===== config.mk =====
export PLATFORM = sky130hd
export DESIGN_NAME = nmea_checksum_gga_satellite_count_flat
export DESIGN_NICKNAME = d
export VERILOG_FILES = /design/src/nmea_gga_pkg.sv /design/src/nmea_gga_in_if.sv /design/src/nmea_gga_out_if.sv /design/src/nmea_gga_in_stage.sv /design/src/nmea_gga_parser.sv /design/src/nmea_gga_out_stage.sv /design/src/nmea_checksum_gga_satellite_count.sv /design/src/flat_wrapper.sv
export SDC_FILE = /design/constraint.sdc
export NUM_CORES = 1
export LEC_CHECK = 0
export BUFFER_PORTS_ARGS = -buffer_cell sky130_fd_sc_hd__buf_2
export CORE_AREA = 2 2 98 100
export CTS_CLUSTER_SIZE = 24
export DETAILED_ROUTE_END_ITERATION = 16
export DIE_AREA = 0 0 100 102
export GPL_ROUTABILITY_DRIVEN = 1
export GPL_TIMING_DRIVEN = 0
export PLACE_DENSITY = 0.78
export SLEW_MARGIN = 20
export SYNTH_ARGS = -nofsm -noshare
export SYNTH_HDL_FRONTEND = slang
export SYNTH_SLANG_ARGS = --single-unit
export TNS_END_PERCENT = 50

===== constraint.sdc =====
create_clock -name clk_i -period 8.55 [get_ports clk_i]
set_clock_uncertainty 0.15 [all_clocks]
set_input_delay 0.4275 -clock clk_i [delete_from_list [all_inputs] [get_ports clk_i]]
set_output_delay 0.4275 -clock clk_i [all_outputs]
set_load 0.01 [all_outputs]

===== src/nmea_gga_pkg.sv =====
package nmea_gga_pkg;

  localparam logic [7:0] CHR_DOLLAR = 8'h24;
  localparam logic [7:0] CHR_STAR   = 8'h2A;
  localparam logic [7:0] CHR_COMMA  = 8'h2C;
  localparam logic [7:0] CHR_ZERO   = 8'h30;
  localparam logic [7:0] CHR_NINE   = 8'h39;

  localparam logic [6:0] MAX_FIELD_LEN   = 7'd64;
  localparam logic [6:0] COUNT_LEN_LIMIT = 7'd6;
  localparam logic [6:0] FIELD_LEN_SAT   = 7'd127;
  localparam logic [3:0] FIX_FIELD       = 4'd6;
  localparam logic [3:0] COUNT_FIELD     = 4'd7;
  localparam logic [3:0] FIELD_IDX_SAT   = 4'd15;

  typedef enum logic [1:0] {
    PH_HUNT = 2'd0,
    PH_BODY = 2'd1,
    PH_HEX1 = 2'd2,
    PH_HEX2 = 2'd3
  } phase_e;

  typedef enum logic [1:0] {
    STAT_COUNT     = 2'd0,
    STAT_NOFIX     = 2'd1,
    STAT_MISMATCH  = 2'd2,
    STAT_MALFORMED = 2'd3
  } status_e;

  typedef struct packed {
    logic       valid;
    logic [7:0] rx_byte;
  } in_item_t;

  typedef struct packed {
    status_e    status;
    logic [7:0] sat_count;
    logic [7:0] computed_sum;
    logic [7:0] received_sum;
  } res_t;

  typedef struct packed {
    logic valid;
    res_t res;
  } res_item_t;

endpackage


===== src/nmea_gga_in_if.sv =====
interface nmea_gga_in_if;
  logic       valid;
  logic       ready;
  logic [7:0] rx_byte;

  modport source (output valid, output rx_byte, input ready);
  modport sink (input valid, input rx_byte, output ready);
endinterface


===== src/nmea_gga_out_if.sv =====
interface nmea_gga_out_if;
  logic       valid;
  logic       ready;
  logic [1:0] status;
  logic [7:0] sat_count;
  logic [7:0] computed_sum;
  logic [7:0] received_sum;

  modport source (
    output valid, output status, output sat_count, output computed_sum,
    output received_sum, input ready
  );
  modport sink (
    input valid, input status, input sat_count, input computed_sum,
    input received_sum, output ready
  );
endinterface


===== src/nmea_gga_in_stage.sv =====
module nmea_gga_in_stage import nmea_gga_pkg::*; (
  input  logic       clk_i,
  input  logic       rst_ni,
  input  logic       valid_i,
  input  logic [7:0] rx_byte_i,
  output logic       ready_o,
  input  logic       out_free_i,
  output in_item_t   item_o
);

  logic       valid_q, valid_d;
  logic [7:0] byte_q;
  logic       advance;
  logic       take;

  assign advance = valid_q && out_free_i;
  assign ready_o = !valid_q || advance;
  assign take    = valid_i && ready_o;
  assign valid_d = take || (valid_q && !advance);

  always_ff @(posedge clk_i or negedge rst_ni) begin
    if (!rst_ni) begin
      valid_q <= 1'b0;
    end else begin
      valid_q <= valid_d;
    end
  end

  always_ff @(posedge clk_i) begin
    if (take) begin
      byte_q <= rx_byte_i;
    end
  end

  assign item_o.valid   = advance;
  assign item_o.rx_byte = byte_q;

endmodule


===== src/nmea_gga_parser.sv =====
module nmea_gga_parser import nmea_gga_pkg::*; (
  input  logic      clk_i,
  input  logic      rst_ni,
  input  in_item_t  item_i,
  output res_item_t res_o
);

  typedef struct packed {
    logic [3:0] nib;
    logic       bad;
  } hex_t;

  function automatic hex_t hex_dec(input logic [7:0] c);
    hex_t h;
    h.bad = 1'b0;
    if (c >= 8'h30 && c <= 8'h39) begin
      h.nib = 4'(c - 8'h30);
    end else if (c >= 8'h61 && c <= 8'h66) begin
      h.nib = 4'(c - 8'h57);
    end else if (c >= 8'h41 && c <= 8'h46) begin
      h.nib = 4'(c - 8'h37);
    end else begin
      h.nib = 4'd0;
      h.bad = 1'b1;
    end
    return h;
  endfunction

  phase_e     phase_q, phase_d;
  logic [7:0] xor_q, xor_d;
  logic [3:0] hi_nib_q, hi_nib_d;
  logic       hex_bad_q, hex_bad_d;
  logic [3:0] idx_q, idx_d;
  logic [6:0] len_q, len_d;
  status_e    outcome_q, outcome_d;
  logic       done_q, done_d;
  logic [7:0] accum_q, accum_d;
  logic       ended_q, ended_d;
  logic       lead_q, lead_d;
  logic [7:0] sats_q, sats_d;

  logic [7:0] c;
  logic       is_dollar, is_star, is_comma, is_digit;
  hex_t       hex;
  logic [7:0] rx_sum;
  logic       sum_bad;

  assign c         = item_i.rx_byte;
  assign is_dollar = (c == CHR_DOLLAR);
  assign is_star   = (c == CHR_STAR);
  assign is_comma  = (c == CHR_COMMA);
  assign is_digit  = (c >= CHR_ZERO) && (c <= CHR_NINE);
  assign hex       = hex_dec(c);
  assign rx_sum    = {hi_nib_q, hex.nib};
  assign sum_bad   = hex_bad_q || hex.bad || (rx_sum != xor_q);

  // phase sequencing
  always_comb begin
    phase_d = phase_q;
    if (item_i.valid) begin
      if (is_dollar) begin
        phase_d = PH_BODY;
      end else begin
        case (phase_q)
          PH_BODY: begin
            if (is_star) phase_d = PH_HEX1;
          end
          PH_HEX1: phase_d = PH_HEX2;
          PH_HEX2: phase_d = PH_HUNT;
          default: phase_d = phase_q;
        endcase
      end
    end
  end

  // sentence state and result
  always_comb begin
    xor_d     = xor_q;
    hi_nib_d  = hi_nib_q;
    hex_bad_d = hex_bad_q;
    idx_d     = idx_q;
    len_d     = len_q;
    outcome_d = outcome_q;
    done_d    = done_q;
    accum_d   = accum_q;
    ended_d   = ended_q;
    lead_d    = lead_q;
    sats_d    = sats_q;
    res_o.valid            = 1'b0;
    res_o.res.status       = STAT_MISMATCH;
    res_o.res.sat_count    = sats_q;
    res_o.res.computed_sum = xor_q;
    res_o.res.received_sum = rx_sum;
    if (item_i.valid) begin
      if (is_dollar) begin
        xor_d     = 8'd0;
        hi_nib_d  = 4'd0;
        hex_bad_d = 1'b0;
        idx_d     = 4'd0;
        len_d     = 7'd0;
        outcome_d = STAT_MALFORMED;
        done_d    = 1'b0;
        accum_d   = 8'd0;
        ended_d   = 1'b0;
        lead_d    = 1'b0;
      end else begin
        case (phase_q)
          PH_BODY: begin
            if (!is_star) xor_d = xor_q ^ c;
            if (!done_q) begin
              if (is_star || is_comma) begin
                if (len_q >= MAX_FIELD_LEN) begin
                  done_d    = 1'b1;
                  outcome_d = STAT_MALFORMED;
                end else if (idx_q == FIX_FIELD && len_q != 7'd0 && lead_q) begin
                  done_d    = 1'b1;
                  outcome_d = STAT_NOFIX;
                end else if (idx_q == COUNT_FIELD) begin
                  done_d    = 1'b1;
                  outcome_d = (len_q >= COUNT_LEN_LIMIT) ? STAT_MALFORMED : STAT_COUNT;
                end else if (is_star) begin
                  // star before any decision
                  done_d    = 1'b1;
                  outcome_d = STAT_MALFORMED;
                end else begin
                  if (idx_q != FIELD_IDX_SAT) idx_d = idx_q + 4'd1;
                  len_d   = 7'd0;
                  lead_d  = 1'b0;
                  accum_d = 8'd0;
                  ended_d = 1'b0;
                end
              end else begin
                if (len_q == 7'd0) lead_d = (c == CHR_ZERO);
                if (len_q != FIELD_LEN_SAT) len_d = len_q + 7'd1;
                if (idx_q == COUNT_FIELD && !ended_q) begin
                  if (is_digit) begin
                    accum_d = (accum_q << 3) + (accum_q << 1) + (c - CHR_ZERO);
                  end else begin
                    ended_d = 1'b1;
                  end
                end
              end
            end
          end
          PH_HEX1: begin
            hi_nib_d  = hex.nib;
            hex_bad_d = hex_bad_q || hex.bad;
          end
          PH_HEX2: begin
            hex_bad_d   = hex_bad_q || hex.bad;
            res_o.valid = 1'b1;
            if (sum_bad) begin
              res_o.res.status = STAT_MISMATCH;
            end else begin
              res_o.res.status = outcome_q;
              if (outcome_q == STAT_COUNT) begin
                sats_d = accum_q;
              end else if (outcome_q == STAT_NOFIX) begin
                sats_d = 8'd0;
              end
            end
            res_o.res.sat_count = sats_d;
          end
          default: begin
            xor_d = xor_q;
          end
        endcase
      end
    end
  end

  always_ff @(posedge clk_i or negedge rst_ni) begin
    if (!rst_ni) begin
      phase_q   <= PH_HUNT;
      xor_q     <= 8'd0;
      hi_nib_q  <= 4'd0;
      hex_bad_q <= 1'b0;
      idx_q     <= 4'd0;
      len_q     <= 7'd0;
      outcome_q <= STAT_MALFORMED;
      done_q    <= 1'b0;
      accum_q   <= 8'd0;
      ended_q   <= 1'b0;
      lead_q    <= 1'b0;
      sats_q    <= 8'd0;
    end else begin
      phase_q   <= phase_d;
      xor_q     <= xor_d;
      hi_nib_q  <= hi_nib_d;
      hex_bad_q <= hex_bad_d;
      idx_q     <= idx_d;
      len_q     <= len_d;
      outcome_q <= outcome_d;
      done_q    <= done_d;
      accum_q   <= accum_d;
      ended_q   <= ended_d;
      lead_q    <= lead_d;
      sats_q    <= sats_d;
    end
  end

endmodule


===== src/nmea_gga_out_stage.sv =====
module nmea_gga_out_stage import nmea_gga_pkg::*; (
  input  logic      clk_i,
  input  logic      rst_ni,
  input  res_item_t res_i,
  input  logic      ready_i,
  output logic      valid_o,
  output res_t      res_o,
  output logic      free_o
);

  logic valid_q, valid_d;
  res_t res_q;

  assign free_o  = !valid_q || ready_i;
  assign valid_d = (valid_q && !ready_i) || res_i.valid;

  always_ff @(posedge clk_i or negedge rst_ni) begin
    if (!rst_ni) begin
      valid_q <= 1'b0;
    end else begin
      valid_q <= valid_d;
    end
  end

  always_ff @(posedge clk_i) begin
    if (res_i.valid) begin
      res_q <= res_i.res;
    end
  end

  assign valid_o = valid_q;
  assign res_o   = res_q;

endmodule


===== src/nmea_checksum_gga_satellite_count.sv =====
// NMEA 0183 sentence checker with satellite count extraction.
// in_i carries one received byte per transfer (rx_byte). A '$' opens a
// sentence; body bytes up to '*' are XORed and split into comma fields,
// and the two hex digits after '*' are compared with the XOR.
// out_o carries one result per sentence, after its second checksum
// digit: status, stored satellite count, computed and received checksum.
// Bytes that end no sentence give no result.
// A byte is taken into the input register, parsed as it leaves that register
// together with the sentence state, and its result is stored in the result
// register that drives out_o.
// Throughput: one byte per cycle while out_o is not stalled; the single
// pass of state update between the input and result registers sets the rate.
// Reset clears the parser to hunting for '$' with a stored count of zero,
// and empties both registers.
// When the receiver stalls, the result register holds and one more byte
// is kept in the input register; in_i.ready then drops until out_o moves.
module nmea_checksum_gga_satellite_count import nmea_gga_pkg::*; (
  input  logic           clk_i,
  input  logic           rst_ni,
  nmea_gga_in_if.sink    in_i,
  nmea_gga_out_if.source out_o
);

  in_item_t  item;
  res_item_t res_item;
  res_t      res;
  logic      out_free;

  nmea_gga_in_stage u_in_stage (
    .clk_i      (clk_i),
    .rst_ni     (rst_ni),
    .valid_i    (in_i.valid),
    .rx_byte_i  (in_i.rx_byte),
    .ready_o    (in_i.ready),
    .out_free_i (out_free),
    .item_o     (item)
  );

  nmea_gga_parser u_parser (
    .clk_i  (clk_i),
    .rst_ni (rst_ni),
    .item_i (item),
    .res_o  (res_item)
  );

  nmea_gga_out_stage u_out_stage (
    .clk_i   (clk_i),
    .rst_ni  (rst_ni),
    .res_i   (res_item),
    .ready_i (out_o.ready),
    .valid_o (out_o.valid),
    .res_o   (res),
    .free_o  (out_free)
  );

  assign out_o.status       = res.status;
  assign out_o.sat_count    = res.sat_count;
  assign out_o.computed_sum = res.computed_sum;
  assign out_o.received_sum = res.received_sum;

endmodule


===== src/flat_wrapper.sv =====
// flat-port wrapper written by rule: the top's interface ports become plain ports
module nmea_checksum_gga_satellite_count_flat import nmea_gga_pkg::*;
  (clk_i, rst_ni, in_i_valid, in_i_rx_byte, in_i_ready, out_o_valid, out_o_status, out_o_sat_count, out_o_computed_sum, out_o_received_sum, out_o_ready);
  nmea_gga_in_if in_i_i ();
  nmea_gga_out_if out_o_i ();
  input  logic clk_i;
  input  logic rst_ni;
  input wire logic [$bits(in_i_i.valid)-1:0] in_i_valid;
  input wire logic [$bits(in_i_i.rx_byte)-1:0] in_i_rx_byte;
  output wire logic [$bits(in_i_i.ready)-1:0] in_i_ready;
  output wire logic [$bits(out_o_i.valid)-1:0] out_o_valid;
  output wire logic [$bits(out_o_i.status)-1:0] out_o_status;
  output wire logic [$bits(out_o_i.sat_count)-1:0] out_o_sat_count;
  output wire logic [$bits(out_o_i.computed_sum)-1:0] out_o_computed_sum;
  output wire logic [$bits(out_o_i.received_sum)-1:0] out_o_received_sum;
  input wire logic [$bits(out_o_i.ready)-1:0] out_o_ready;
  assign in_i_i.valid = in_i_valid;
  assign in_i_i.rx_byte = in_i_rx_byte;
  assign in_i_ready = in_i_i.ready;
  assign out_o_valid = out_o_i.valid;
  assign out_o_status = out_o_i.status;
  assign out_o_sat_count = out_o_i.sat_count;
  assign out_o_computed_sum = out_o_i.computed_sum;
  assign out_o_received_sum = out_o_i.received_sum;
  assign out_o_i.ready = out_o_ready;
  nmea_checksum_gga_satellite_count u_core (.clk_i(clk_i), .rst_ni(rst_ni), .in_i(in_i_i), .out_o(out_o_i));
endmodule

Word level (Yosys, flattened, before mapping)
Index checks and enable logic that the tools add are counted.
- multiplexer cells: 83
- bitwise logic cells: 4
- add/subtract/negate cells: 7
- magnitude comparators: 8
- reductions and logical operators: 50
- eq/ne operators: 24
- operators by type and width (cell ; count):
    2-to-1 mux 8 bit ; 16
    2-to-1 mux 7 bit ; 9
    2-to-1 mux 4 bit ; 14
    2-to-1 mux 11 bit ; 3
    equality test 8 x 6 -> 1 bit, second input constant ; 4
    2-to-1 mux 1 bit ; 28
    AND reduction 9 bit ; 3
    2-to-1 mux 2 bit ; 12
    adder 8 bit ; 2
    greater-or-equal comparator 8 x 7 -> 1 bit, second input constant ; 2
    less-or-equal comparator 8 x 7 -> 1 bit, second input constant ; 2
    AND reduction 8 bit ; 2
    inequality test 3 bit, second input constant ; 5
    nonzero test 3 bit ; 4
    logical AND 1 bit ; 10
    nonzero test 2 bit ; 5
    AND reduction 3 bit ; 3
    equality test 4 x 3 -> 1 bit, second input constant ; 2
    greater-or-equal comparator 8 x 6 -> 1 bit, second input constant ; 1
    less-or-equal comparator 8 x 6 -> 1 bit, second input constant ; 1
    inequality test 2 bit, second input constant ; 4
    inequality test 8 bit ; 1
    subtractor 4 x 3 -> 4 bit, second input constant ; 2
    subtractor 8 x 6 -> 8 bit, second input constant ; 1
    other kinds (24) ; 40
- register bits: 83
- input bits: 12
- logic and storage cells: 195
- output and inout port bits: 28

Longest topological paths before layout
- depth after elaboration: 12
- depth in mapped cells: 11

By module
A second synthesis with hierarchy kept.
- cell total of the unflattened synthesis: 422
- area, all modules: 4709.5 µm²
- modules (own cells, without submodules) (module ; cells each ; instances ; area each (µm²)):
    nmea_gga_parser ; 379 ; 1 ; 3573.4
    nmea_gga_out_stage ; 29 ; 1 ; 828.3
    nmea_gga_in_stage ; 14 ; 1 ; 307.8

Worst setup path before layout
No wires, ideal clock.
- kind: register -> register
- start point: reg u_core.u_in_stage.byte_q[0]
- end point: reg u_core.u_out_stage.res_q, in the netlist u_core.u_out_stage.res_o[16], data pin
- setup time: 0.260 ns
- data required time: 8.140 ns
- path buffers: 2
- period minus slack after synthesis: 3.448 ns
- data arrival time: 3.037 ns
- slack: 5.102 ns
- cell stages (with the launch flop): 12
- path through: edfxtp_1 -> buf_2 -> inv_1 -> ha_1 -> nor3b_1 -> or4b_1 -> o32ai_1 -> or3b_2 -> nand4_2 -> nor4_4 -> buf_8 -> mux2_4
- RTL lines (what ; line ; RTL):
    start: declaration ; nmea_gga_in_stage.sv:12 ; logic [7:0] byte_q;
    start signal: assignment ; nmea_gga_in_stage.sv:31 ; byte_q <= rx_byte_i;
    end signal: assignment ; nmea_gga_out_stage.sv:27 ; res_q <= res_i.res;
    end: declaration ; nmea_gga_out_stage.sv:12 ; res_t res_q;

==> results.cfg <==
[placement]
place_ws_ns = 4.631
hpwl_mm = 6.927
portBuffers = 39
place.gp.congestion = 0.9133

[detailed_routing]
routed_via_density = 5.683
first_iter_violations = 359
firstDrtPassIters = 5
ant_nets = 0
post_drt_wl_per_cell_um = 16.08
wirelength_mm = 9.343
drc_errors = 0
vias = 3302

[global_routing]
grt.total_usage = 0.1946
antenna_found_initial = 0
grt_pass1_vias = 3296
grt_pass1_wl_mm = 15.59
grt_max_degree = 50
grt_overflow = 0

[cts]
ctsHoldBuffers = 1
cts_made_buffers = 9
cts_tree = done
clk-insertion-delay-late_ns = 0.36
htree_num_levels = 3
cts_resized = 0
cts_buffer_depth = 2
clock_sink_count = 83
clock-root-buffer = clkbuf_8
clk_pin_slew_ns = 0.08
post-cts-setup-buffers = 0

[yosys]
netlist_instances = 414
synth_edf_count = 34
syn-mean-instance-area_sq_um = 11.03
yosysWarnings = 0
synth-seq-cells = 83
ys_types = 64
synth_fp_nets = 454
async_reset_ff_frac = 0.5904
synth_flop_cell = dfrtp_1
syn-cell-area_sq_mm = 0.004568
ys_seq_area_frac = 0.4925

[worst_setup_path]
crit_type = reg2reg
crit_path_cell_trace = buf_2 -> inv_1 -> ha_1 -> nor3b_1 -> or4b_1 -> o22ai_1 -> a21oi_1 -> mux2_2 -> nor4_4 -> buf_8 -> mux2_4
reg2regPathDepth = 11
critPathMaxFanout = 10
critPathMaxStageDelay_ns = 0.53
critPathLaunchType = flip-flop
slowest_stage = or4b_1
critPathRequiredTime_ns = 8.51
critical_path_arrival_ns = 3.90
cp-end-kind = flip-flop

[hold_path]
hold_path.class = in2reg
worstHoldPathCells = 1

[timing]
fin_crit_sh = 0.4610
tightest_slew_ns = 0.9302
setup_violations = 0
fmax_mhz = 253.7
setup_slack_ns = 4.609
relSlewSlack = 0.3792
rsz0062_at_grt = no
finalHoldViolCount = 0
maxSlewViolCount = 0
tns_ns = 0
fin_crit_ns = 3.941

[final_layout]
syn_to_final_growth_pct = 12.00
drive_above_1_share = 0.2085
final_nets = 505
diodes = 0
final_core_util = 0.5617

[power]
peakVddDrop_v = 0.0001011
p_per_area_mw_per_mm2 = 199.7
switching_power_uw = 319.5
sw_frac_of_total = 0.3127
internal_power_uw = 702.3
seq_power_share = 0.516
leakage_uw = 0.002214
p_comb_frac = 0.203
clkPwrFrac = 0.281

[run_status]
run_status = complete, no violations

[floorplan]
pin_count = 40
fp.coreArea_sq_mm = 0.009109
die_x_um = 100
initial_core_util = 0.5015
rows = 35
die_h_um = 102
dieArea_sq_mm = 0.01020

[job]
max-cap-violations = 0
worst paths after layout:
check | from | endpoint | slack, ns
max in group asynchronous | rst_ni | u_core.u_parser.xor_q[3] | 7.34
max | u_core.u_in_stage.byte_q[0] | u_core.u_out_stage.res_o[16] | 4.61
min reg2reg | u_core.u_parser.hi_nib_q[1] | u_core.u_out_stage.res_o[5] | 0.36
max reg2reg | u_core.u_in_stage.byte_q[0] | u_core.u_out_stage.res_o[16] | 4.61
min | in_i_rx_byte[6] | u_core.u_in_stage.byte_q[6] | 0.09
min in group asynchronous | rst_ni | u_core.u_parser.accum_q[5] | 0.48
stage by stage:
| stage | area [sq um] | hold slack (ns) | std cells | power (uW) |
|---|---|---|---|---|
| after floorplan | 4568 | -0.01809 | 414 | 669.8 |
| after global placement | 4902 | 0.3308 | 564 | 726.5 |
| after detailed placement | 4905 | 0.3388 | 564 | 741.6 |
| after CTS | 5116 | 0.07990 | 581 | 1029 |
| after global routing | 5116 | 0.07924 | 581 | 1076 |
| final | 5116 | 0.09163 | 581 | 1022 |
layout make-up:
| class | instances | area (sq um) |
|---|---|---|
| Clock buffer | 10 | 127.6 |
| Timing Repair Buffer | 40 | 207.7 |
| Tap cell | 111 | 138.9 |
| Multi-Input combinational cell | 287 | 2130 |
| Fill cell | 772 | 3993 |
| Clock inverter | 6 | 73.82 |
| Inverter | 31 | 116.4 |
| Sequential cell | 83 | 2250 |
| Buffer | 13 | 72.57 |
worst max-delay path: cells and delay by family (launching register included):
family | cells | cell delay (ns)
simple gates | 3 | 1.08
flops | 1 | 0.43
mux | 2 | 0.63
buf+inv | 3 | 0.61
fa+ha+maj | 1 | 0.25
compound gates | 2 | 0.55
state kept, by name, summed over array words and instances (netlist names), 2 cells and up:
name                       cells
u_core.u_in_stage.byte_q       8
u_core.u_out_stage.res_o      26
u_core.u_parser.accum_q        8
u_core.u_parser.hi_nib_q       4
u_core.u_parser.idx_q          4
u_core.u_parser.len_q          7
u_core.u_parser.outcome_q      2
u_core.u_parser.phase_q        2
u_core.u_parser.sats_q         8
u_core.u_parser.xor_q          8
cell usage in the layout, fill, tap and decap left out, types with 5 or more instances in the layout:
cell / count
mux2_2: 9
nor2b_1: 10
buf_2: 42
clkbuf_8: 9
fa_1: 5
mux2_4: 10
a22o_1: 12
nor2_1: 26
a21oi_1: 17
nand3_1: 11
inv_1: 31
nor3_1: 7
clkbuf_1: 7
nand2_1: 32
edfxtp_1: 34
dfrtp_1: 47
xnor2_1: 10
xor2_1: 8
or2_2: 5
o21ai_0: 32
ha_1: 23
cells by family after synthesis:
group / Yosys count / synth area share
buffers and inverters: 44 / 0.04136
AO/OA/AOI/OAI: 91 / 0.1328
XOR/XNOR: 18 / 0.03451
adder cells (fa/ha/maj): 28 / 0.08491
AND/OR/NAND/NOR: 128 / 0.1523
multiplexers: 22 / 0.06163
flip-flops: 83 / 0.4925
power groups by stage:
| stage | clock (uW) | sequential (uW) | combinational [uW] |
|---|---|---|---|
| 6_report | 287 | 527 | 208 |
| 5_1_grt | 307 | 535 | 234 |
| 4_1_cts | 295 | 526 | 209 |
| 3_5_place_dp | 0 | 534 | 207 |
| 3_3_place_gp | 0 | 528 | 198 |
| 2_1_floorplan | 0 | 529 | 141 |
cell usage after synthesis, types with 3 or more instances:
cell	n	area share
a21o_1	4	0.0066
a21oi_1	17	0.019
a22o_1	12	0.023
a31oi_1	3	0.0041
and2_1	3	0.0041
buf_2	4	0.0044
clkbuf_1	6	0.0049
dfrtp_1	47	0.26
edfxtp_1	34	0.22
fa_1	5	0.022
ha_1	23	0.063
inv_1	31	0.025
mux2_2	9	0.022
mux2_4	10	0.033
mux2i_1	3	0.0066
nand2_1	32	0.026
nand2b_1	4	0.0055
nand3_1	11	0.012
nand4_1	4	0.0055
nor2_1	26	0.021
nor2b_1	10	0.014
nor3_1	7	0.0077
nor3b_1	4	0.0066
o21ai_0	32	0.035
or2_2	5	0.0068
or3_1	4	0.0055
xnor2_1	10	0.019
xor2_1	8	0.015
per-layer routing:
layer	global-route usage	vias up	share of wire
met3	0.03420	19	0.048
met2	0.3222	95	0.49
li1	-	1591	-
met5	0	-	0
met4	0.08851	0	0.020
met1	0.2529	1597	0.45
No activity file was read; power rests on OpenSTA's default activity.
